File: src/design/mffd_pkg.sv
// shared types and constants for the motor feedback frame decoder
// no dependencies

package mffd_pkg;

  localparam int unsigned CountW   = 13;
  localparam int unsigned SpeedW   = 16;
  localparam int unsigned CurW     = 16;
  localparam int unsigned TempW    = 8;
  localparam int unsigned GainW    = 32;
  localparam int unsigned StepW    = 45;
  localparam int unsigned AngleW   = 64;
  localparam int unsigned CurMaW   = 17;
  localparam int unsigned InDataW  = 56;
  localparam int unsigned OutDataW = 168;
  localparam int unsigned AddrW    = 4;

  localparam logic signed [13:0] TurnCounts = 14'sd8191;
  localparam logic signed [13:0] HalfTurnHi = 14'sd4096;
  localparam logic signed [13:0] HalfTurnLo = -14'sd4096;
  localparam logic signed [25:0] MaScale    = 26'sd625;
  localparam int unsigned        MaShift    = 9;

  localparam logic [1:0] RegAngleGain = 2'd0;
  localparam logic [1:0] RegHotOn     = 2'd1;
  localparam logic [1:0] RegHotOff    = 2'd2;

  localparam logic [GainW-1:0] GainReset   = 32'd9935693;
  localparam logic [TempW-1:0] HotOnReset  = 8'd80;
  localparam logic [TempW-1:0] HotOffReset = 8'd70;

  typedef struct packed {
    logic signed [GainW-1:0] angle_gain;
    logic [TempW-1:0]        hot_on;
    logic [TempW-1:0]        hot_off;
  } cfg_t;

  typedef struct packed {
    logic signed [CountW-1:0] delta;
    logic [CountW-1:0]        count;
    logic [SpeedW-1:0]        speed;
    logic signed [CurW-1:0]   current;
    logic [TempW-1:0]         temp;
    logic                     hot;
  } front_t;

  typedef struct packed {
    logic signed [StepW-1:0]  step;
    logic [CountW-1:0]        count;
    logic [SpeedW-1:0]        speed;
    logic signed [CurMaW-1:0] current_ma;
    logic [TempW-1:0]         temp;
    logic                     hot;
  } scaled_t;

endpackage

File: src/design/mffd_regs.sv
// configuration registers behind the apb-style port
// depends on mffd_pkg

module mffd_regs (
  input  logic                        clk_i,
  input  logic                        rst_ni,
  input  logic                        psel,
  input  logic                        penable,
  input  logic                        pwrite,
  input  logic [mffd_pkg::AddrW-1:0]  paddr,
  input  logic [31:0]                 pwdata,
  output logic [31:0]                 prdata,
  output logic                        pready,
  output mffd_pkg::cfg_t              cfg_o
);
  import mffd_pkg::*;

  cfg_t       cfg_q;
  logic       wr_en;
  logic [1:0] reg_idx;

  assign pready  = 1'b1;
  assign wr_en   = psel && penable && pwrite;
  assign reg_idx = paddr[3:2];

  always_ff @(posedge clk_i or negedge rst_ni) begin
    if (!rst_ni) begin
      cfg_q.angle_gain <= GainReset;
      cfg_q.hot_on     <= HotOnReset;
      cfg_q.hot_off    <= HotOffReset;
    end else if (wr_en) begin
      unique case (reg_idx)
        RegAngleGain: cfg_q.angle_gain <= pwdata;
        RegHotOn:     cfg_q.hot_on     <= pwdata[TempW-1:0];
        RegHotOff:    cfg_q.hot_off    <= pwdata[TempW-1:0];
        default: ;
      endcase
    end
  end

  always_comb begin
    unique case (reg_idx)
      RegAngleGain: prdata = cfg_q.angle_gain;
      RegHotOn:     prdata = {24'd0, cfg_q.hot_on};
      RegHotOff:    prdata = {24'd0, cfg_q.hot_off};
      default:      prdata = 32'd0;
    endcase
  end

  assign cfg_o = cfg_q;

endmodule

File: src/design/mffd_front.sv
// input stage: count unwrap against the previous frame and overheat hysteresis
// depends on mffd_pkg

module mffd_front (
  input  logic                        clk_i,
  input  logic                        rst_ni,
  input  logic                        valid_i,
  output logic                        ready_o,
  input  logic [mffd_pkg::CountW-1:0] count_i,
  input  logic [mffd_pkg::SpeedW-1:0] speed_i,
  input  logic [mffd_pkg::CurW-1:0]   current_i,
  input  logic [mffd_pkg::TempW-1:0]  temp_i,
  input  mffd_pkg::cfg_t              cfg_i,
  output logic                        valid_o,
  input  logic                        ready_i,
  output mffd_pkg::front_t            data_o
);
  import mffd_pkg::*;

  logic              valid_q;
  front_t            data_q, data_d;
  logic [CountW-1:0] prev_q;
  logic              first_q;
  logic              hot_q, hot_d;
  logic              accept;
  logic signed [13:0] diff, diff_adj;

  assign ready_o = !valid_q || ready_i;
  assign accept  = valid_i && ready_o;

  always_comb begin
    diff = $signed({1'b0, count_i}) - $signed({1'b0, prev_q});
    if (first_q) begin
      diff_adj = 14'sd0;
    end else if (diff >= HalfTurnHi) begin
      diff_adj = diff - TurnCounts;
    end else if (diff <= HalfTurnLo) begin
      diff_adj = diff + TurnCounts;
    end else begin
      diff_adj = diff;
    end

    if (temp_i >= cfg_i.hot_on) begin
      hot_d = 1'b1;
    end else if (temp_i <= cfg_i.hot_off) begin
      hot_d = 1'b0;
    end else begin
      hot_d = hot_q;
    end

    data_d.delta   = diff_adj[CountW-1:0];
    data_d.count   = count_i;
    data_d.speed   = speed_i;
    data_d.current = current_i;
    data_d.temp    = temp_i;
    data_d.hot     = hot_d;
  end

  always_ff @(posedge clk_i or negedge rst_ni) begin
    if (!rst_ni) begin
      valid_q <= 1'b0;
      prev_q  <= '0;
      first_q <= 1'b1;
      hot_q   <= 1'b0;
    end else begin
      if (ready_o) begin
        valid_q <= valid_i;
      end
      if (accept) begin
        prev_q  <= count_i;
        first_q <= 1'b0;
        hot_q   <= hot_d;
      end
    end
  end

  always_ff @(posedge clk_i) begin
    if (accept) begin
      data_q <= data_d;
    end
  end

  assign valid_o = valid_q;
  assign data_o  = data_q;

  a_first_zero: assert property (@(posedge clk_i) disable iff (!rst_ni)
    (accept && first_q) |=> (data_q.delta == '0))
    else $error("first frame delta not zero");

  a_delta_range: assert property (@(posedge clk_i) disable iff (!rst_ni)
    valid_q |-> (data_q.delta >= -13'sd4095))
    else $error("unwrapped delta out of range");

  a_hot_set: assert property (@(posedge clk_i) disable iff (!rst_ni)
    (accept && (temp_i >= cfg_i.hot_on)) |=> hot_q)
    else $error("overheat flag not set");

endmodule

File: src/design/mffd_scale.sv
// multiply stage: delta times angle gain, current scaled to milliamps
// depends on mffd_pkg

module mffd_scale (
  input  logic                         clk_i,
  input  logic                         rst_ni,
  input  logic                         valid_i,
  output logic                         ready_o,
  input  mffd_pkg::front_t             data_i,
  input  logic signed [mffd_pkg::GainW-1:0] gain_i,
  output logic                         valid_o,
  input  logic                         ready_i,
  output mffd_pkg::scaled_t            data_o
);
  import mffd_pkg::*;

  logic              valid_q;
  scaled_t           data_q, data_d;
  logic signed [25:0] cur_prod;

  assign ready_o = !valid_q || ready_i;

  always_comb begin
    cur_prod          = 26'(data_i.current) * MaScale;
    data_d.step       = 45'(data_i.delta) * 45'(gain_i);
    data_d.count      = data_i.count;
    data_d.speed      = data_i.speed;
    data_d.current_ma = cur_prod[25:MaShift];
    data_d.temp       = data_i.temp;
    data_d.hot        = data_i.hot;
  end

  always_ff @(posedge clk_i or negedge rst_ni) begin
    if (!rst_ni) begin
      valid_q <= 1'b0;
    end else if (ready_o) begin
      valid_q <= valid_i;
    end
  end

  always_ff @(posedge clk_i) begin
    if (ready_o && valid_i) begin
      data_q <= data_d;
    end
  end

  assign valid_o = valid_q;
  assign data_o  = data_q;

endmodule

File: src/design/mffd_accum.sv
// output stage: 64-bit angle accumulator and result register
// depends on mffd_pkg

module mffd_accum (
  input  logic                         clk_i,
  input  logic                         rst_ni,
  input  logic                         valid_i,
  output logic                         ready_o,
  input  mffd_pkg::scaled_t            data_i,
  output logic                         valid_o,
  input  logic                         ready_i,
  output logic [mffd_pkg::AngleW-1:0]  total_o,
  output mffd_pkg::scaled_t            data_o
);
  import mffd_pkg::*;

  logic              valid_q;
  logic [AngleW-1:0] accum_q, accum_d;
  scaled_t           data_q;
  logic              load;

  assign ready_o = !valid_q || ready_i;
  assign load    = ready_o && valid_i;
  assign accum_d = accum_q + AngleW'(data_i.step);

  always_ff @(posedge clk_i or negedge rst_ni) begin
    if (!rst_ni) begin
      valid_q <= 1'b0;
      accum_q <= '0;
    end else begin
      if (ready_o) begin
        valid_q <= valid_i;
      end
      if (load) begin
        accum_q <= accum_d;
      end
    end
  end

  always_ff @(posedge clk_i) begin
    if (load) begin
      data_q <= data_i;
    end
  end

  assign valid_o = valid_q;
  assign total_o = accum_q;
  assign data_o  = data_q;

  a_accum_step: assert property (@(posedge clk_i) disable iff (!rst_ni)
    load |=> (accum_q == $past(accum_d)))
    else $error("accumulator did not take the step");

  a_load_valid: assert property (@(posedge clk_i) disable iff (!rst_ni)
    load |=> valid_q)
    else $error("loaded result not presented");

  a_hold_accum: assert property (@(posedge clk_i) disable iff (!rst_ni)
    !load |=> $stable(accum_q))
    else $error("accumulator moved without a transaction");

endmodule

File: src/design/motor_feedback_frame_decoder.sv
// top level of the motor feedback frame decoder
// depends on mffd_pkg, mffd_regs, mffd_front, mffd_scale, mffd_accum
//
// channel     dir  handshake                    payload
// s_axis      in   tvalid/tready                tdata 56 bits, feedback frame
// m_axis      out  tvalid/tready                tdata 168 bits, decoded result
// apb         in   psel/penable/pwrite/pready   3 registers at 0x0, 0x4, 0x8
//
// one frame per cycle sustained while m_axis_tready stays high; three register
// stages (unwrap, multiply, accumulate) carry each frame to the output in turn
// each stage has its own valid bit, so a stalled output fills the pipe
// before s_axis_tready drops
// reset clears valids, previous count, overheat flag and accumulator and sets
// the first-frame mark; registers return to their defaults

module motor_feedback_frame_decoder (
  input  logic                          clk_i,
  input  logic                          rst_ni,
  input  logic                          s_axis_tvalid,
  output logic                          s_axis_tready,
  // encoder_count, speed_word, current_word, temperature
  input  logic [mffd_pkg::InDataW-1:0]  s_axis_tdata,
  output logic                          m_axis_tvalid,
  input  logic                          m_axis_tready,
  // total_angle, step_angle, position_count, speed_rpm, current_ma, temp_out,
  // overheated
  output logic [mffd_pkg::OutDataW-1:0] m_axis_tdata,
  input  logic                          psel,
  input  logic                          penable,
  input  logic                          pwrite,
  input  logic [mffd_pkg::AddrW-1:0]    paddr,
  input  logic [31:0]                   pwdata,
  output logic [31:0]                   prdata,
  output logic                          pready
);
  import mffd_pkg::*;

  cfg_t              cfg;
  front_t            front;
  scaled_t           scaled, result;
  logic              front_valid, front_ready;
  logic              scale_valid, scale_ready;
  logic [AngleW-1:0] total;

  mffd_regs u_regs (
    .clk_i   (clk_i),
    .rst_ni  (rst_ni),
    .psel    (psel),
    .penable (penable),
    .pwrite  (pwrite),
    .paddr   (paddr),
    .pwdata  (pwdata),
    .prdata  (prdata),
    .pready  (pready),
    .cfg_o   (cfg)
  );

  mffd_front u_front (
    .clk_i     (clk_i),
    .rst_ni    (rst_ni),
    .valid_i   (s_axis_tvalid),
    .ready_o   (s_axis_tready),
    .count_i   (s_axis_tdata[12:0]),
    .speed_i   (s_axis_tdata[28:13]),
    .current_i (s_axis_tdata[44:29]),
    .temp_i    (s_axis_tdata[52:45]),
    .cfg_i     (cfg),
    .valid_o   (front_valid),
    .ready_i   (front_ready),
    .data_o    (front)
  );

  mffd_scale u_scale (
    .clk_i   (clk_i),
    .rst_ni  (rst_ni),
    .valid_i (front_valid),
    .ready_o (front_ready),
    .data_i  (front),
    .gain_i  (cfg.angle_gain),
    .valid_o (scale_valid),
    .ready_i (scale_ready),
    .data_o  (scaled)
  );

  mffd_accum u_accum (
    .clk_i   (clk_i),
    .rst_ni  (rst_ni),
    .valid_i (scale_valid),
    .ready_o (scale_ready),
    .data_i  (scaled),
    .valid_o (m_axis_tvalid),
    .ready_i (m_axis_tready),
    .total_o (total),
    .data_o  (result)
  );

  assign m_axis_tdata = {4'd0, result.hot, result.temp, result.current_ma,
                         result.speed, result.count, result.step, total};

endmodule
File: config.mk
export PLATFORM = sky130hd
export DESIGN_NAME = motor_feedback_frame_decoder
export DESIGN_NICKNAME = d
export VERILOG_FILES = /design/src/design/mffd_pkg.sv /design/src/design/mffd_regs.sv /design/src/design/mffd_front.sv /design/src/design/mffd_scale.sv /design/src/design/mffd_accum.sv /design/src/design/motor_feedback_frame_decoder.sv
export SDC_FILE = /design/constraint.sdc
export NUM_CORES = 2
export LEC_CHECK = 0
export BUFFER_PORTS_ARGS = -buffer_cell sky130_fd_sc_hd__buf_2
export CAP_MARGIN = 20
export CORE_ASPECT_RATIO = 1.2
export CORE_MARGIN = 5
export CORE_UTILIZATION = 40
export CTS_CLUSTER_SIZE = 12
export DETAILED_ROUTE_END_ITERATION = 16
export PLACE_DENSITY_LB_ADDON = 0.3
export SLEW_MARGIN = 20
export SYNTH_ARGS = -nofsm -noshare
export SYNTH_HDL_FRONTEND = slang
export SYNTH_SLANG_ARGS = --single-unit
File: constraint.sdc
create_clock -name clk_i -period 11.6 [get_ports clk_i]
set_clock_uncertainty 0.2 [all_clocks]
set_input_delay 0.58 -clock clk_i [delete_from_list [all_inputs] [get_ports clk_i]]
set_output_delay 0.58 -clock clk_i [all_outputs]
set_load 0.01 [all_outputs]
==> impl_metrics.env <==
export IMPL_outcome="finished clean"
export IMPL_synth_area_leader_cell="fa_1"
export IMPL_fmaxAchievable_mhz=135
export IMPL_drive_gt1_frac=0.133
export IMPL_grt_setup_unrepaired="no"
export IMPL_cp_end_kind="flop"
export IMPL_num_fill_cells=8013
export IMPL_ctsResizeCount=0
export IMPL_hold_viol_final=0
export IMPL_grt_ovfl_total=0
export IMPL_rows=118
export IMPL_postRouteAntennaNets=0
export IMPL_num_io_pins=302
export IMPL_rr_startpoint="u_front.data_o[65]"
export IMPL_worstPathRequired_ns=11.74
export IMPL_port_buffers=291
export IMPL_area_growth_pct=14.5
export IMPL_cp_cell_sequence="nand2_1 > fa_1 > fa_1 > inv_1 > fa_1 > fa_1 > fa_1 > fa_1 > ha_1 > a2111o_1 > o22ai_1 > o31a_1 > o221ai_1 > nand3_1 > nand2_1 > o21ai_0 > o21ai_0 > o41ai_1 > xnor2_1"
export IMPL_gr_usage_met2=0.308
export IMPL_cpMaxStageDelayCell="edfxtp_1"
export IMPL_drc_errors=0
export IMPL_synthesis_area_um2=34500
export IMPL_ff_latch_area_um2=11300
export IMPL_worst_pin_slew_ns=1.12
export IMPL_globalplace_congestion=0.845
export IMPL_synth_edf_count=267
export IMPL_slew_headroom=0.256
export IMPL_setup_worst_path_end="u_scale.data_o[98]"
export IMPL_min_path_type="input port to flop"
export IMPL_cts_tree="built"
export IMPL_synth_top_cell_area_share=0.242
export IMPL_postSynthCellCount=3231
export IMPL_cts_sinks=397
export IMPL_setup_tns_final_ns=0
export IMPL_grt_total_usage=0.179
export IMPL_ys_ff_latch=397
export IMPL_multi_input_area_um2=21000
export IMPL_yosysWarningCount=0
export IMPL_grt_busiest_layer="met2"
export IMPL_clock_path_buffers=3
export IMPL_root_buffer="clkbuf_16"
export IMPL_synthFlopType="edfxtp_1"
export IMPL_min_period_over_period=0.637
export IMPL_slew_viol_final=0
export IMPL_crit_top_cell="fa_1"
export IMPL_grtUsageMet1=0.239
export IMPL_synth_cell_type_count=86
export IMPL_crit_type="flop to flop"
export IMPL_reg2reg_depth=19
export IMPL_place_inst=4559
export IMPL_use_met3=0.0227
export IMPL_arrival_ns=7.53
export IMPL_synth_async_reset_ratio=0.327
export IMPL_slowest_delay_ns=1.07
export IMPL_die_y_um=332
export IMPL_placeableCoreArea_um2=85900
export IMPL_antenna_found_initial=2
export IMPL_path_max_fanout=32
export IMPL_setup_viol=0
export IMPL_htree_levels=2
export IMPL_synth_most_common_cell="inv_1"
export IMPL_synth_avg_cell_area_um2=10.7
export IMPL_worstSetupStartpointType="flop"
export IMPL_regToRegEndpoint="u_scale.data_o[98]"
export IMPL_drtIter0Drc=1308
export IMPL_r2r_slack_ns=4.21
export IMPL_post_drt_wl_per_cell_um=17.5
export IMPL_grt_max_degree=87
export IMPL_finalNonFillerCells=4731
export IMPL_insertion_delay_ns=0.60
export IMPL_path_delay_family="adder cells"
export IMPL_path_buf_inv=1
export IMPL_initial_core_util=0.401
export IMPL_routed_wl_mm=82.6
export IMPL_numCtsBuffers=48
export IMPL_post_cts_buffers=0
export IMPL_dr_pass1_iters=5
export IMPL_cp_depth=19
export IMPL_layout_nets=4348
export IMPL_cts_clk_slew_worst_paths_ns=0.06
export IMPL_synthTopCellsByArea="fa_1 24%, edfxtp_1 23%, ha_1 10%, dfrtp_1 8.0%, inv_1 4.9%"
export IMPL_ys_seq_area_frac=0.328
export IMPL_vias=23600
export IMPL_fp_dieW_um=278
export IMPL_first_global_vias=24900
export IMPL_die_area_um2=92200
export IMPL_worstSetupStartpoint="u_front.data_o[65]"
export IMPL_grt_pass1_wl_mm=135
export IMPL_dp_hpwl_mm=63.2
export IMPL_via_per_inst=4.99
export IMPL_cap_violations=0
export IMPL_synthTopCellsByCount="449 x inv_1, 417 x fa_1, 392 x nand2_1"
export IMPL_fin_crit_ns=7.39
area by class of cell:
class,instances,share of cell area
Antenna cell,1,0.0000634
Sequential cell,397,0.286
Tap cell,1140,0.0361
Multi-Input combinational cell,2259,0.532
Clock buffer,60,0.0321
Clock inverter,28,0.00840
Inverter,451,0.0430
Timing Repair Buffer,395,0.0621
worst reg2reg max path, stage by stage, from the launching register on:
cell and delay [ns]:
edfxtp_1 1.07, nand2_1 0.20, fa_1 0.51, fa_1 0.49, inv_1 0.05, fa_1 0.49, fa_1 0.42, fa_1 0.51
fa_1 0.41, ha_1 0.33, a2111o_1 0.42, o22ai_1 0.35, o31a_1 0.21, o221ai_1 0.24, nand3_1 0.17, nand2_1 0.10
o21ai_0 0.29, o21ai_0 0.19, o41ai_1 0.37, xnor2_1 0.10
metal layers:
layer / wire (um) / up-vias
met4: 2610 / 0
met1: 36600 / 11700
li1: - / 11300
met5: 0 / -
met3: 3160 / 111
met2: 40200 / 488
timing repair:
action                     4_1_cts  5_1_grt
hold buffers                    83        0
setup endpoints to repair        0        0
hold endpoints to repair       136        0
worst min-delay path by stage:
stage / from / end / cells past startpoint / slack [ns]
after global routing: pwdata[0] / u_regs.cfg_o[8] / 2 / 0.04
after global placement: u_scale.data_o[3] / u_accum.data_o[3] / 0 / 0.20
final: pwdata[7] / u_regs.cfg_o[7] / 3 / 0.04
after detailed placement: u_front.data_o[37] / u_scale.data_o[38] / 0 / 0.20
after CTS: pwdata[7] / u_regs.cfg_o[7] / 3 / 0.006
after floorplan: rst_ni / u_accum.total_o[0] / 0 / 0.08
state kept, by name, indices dropped and copies added, names as in the netlist:
name and count:
u_accum.data_o 100, u_front.first_q 1, u_accum.total_o 64, u_front.hot_q 1, u_scale.valid_o 1, u_regs.cfg_o 48, u_front.data_o 67, u_front.prev_q 13
u_scale.data_o 100, u_accum.valid_o 1, u_front.valid_o 1
cells in the final DEF (no fill, tap or decap), drive strengths merged, types with 6 or more instances in the layout:
cell	count
buf	312
nand3	31
and2	192
o211ai	17
nand2b	23
xnor2	86
dfrtp	110
inv	454
nor2	102
a31o	8
nor2b	20
mux2i	8
dfstp	20
fa	417
o21a	22
nor3	23
clkinv	16
clkbuf	60
or2	7
ha	280
edfxtp	267
mux2	38
o31a	6
nand4	23
a21oi	130
and3	21
nand2	392
a211oi	12
or3	7
a31oi	16
a21boi	6
a21o	64
o21bai	23
o21ai	159
o31ai	7
xor2	45
dlygate4sd3	83
cell families (layout without fill, tap and decap cells):
family | count (synthesis) | count (layout) | share of synthesized area
AND/OR/NAND/NOR | 859 | 859 | 0.120
adder cells (fa/ha/maj) | 697 | 697 | 0.344
buffers and inverters | 578 | 934 | 0.0639
AO/OA/AOI/OAI | 521 | 521 | 0.0969
flip-flops | 397 | 397 | 0.328
XOR/XNOR | 131 | 131 | 0.0333
multiplexers | 46 | 46 | 0.0147
other | 2 | 6 | 0.000218
metrics by stage:
stage,utilization,worst slack (ns),hold slack (ns),area [um^2]
CTS,0.460,4.19,0.00639,39500
floorplan,-,5.09,0.0844,34500
global route,0.460,3.80,0.0398,39500
global placement,0.431,4.27,0.201,37100
finish,0.460,4.21,0.0418,39500
detailed placement,0.431,4.19,0.205,37100
Power is left out: the tool's default activity adds up to more than one toggle a clock period on the data nets, which glitch-free logic cannot reach.
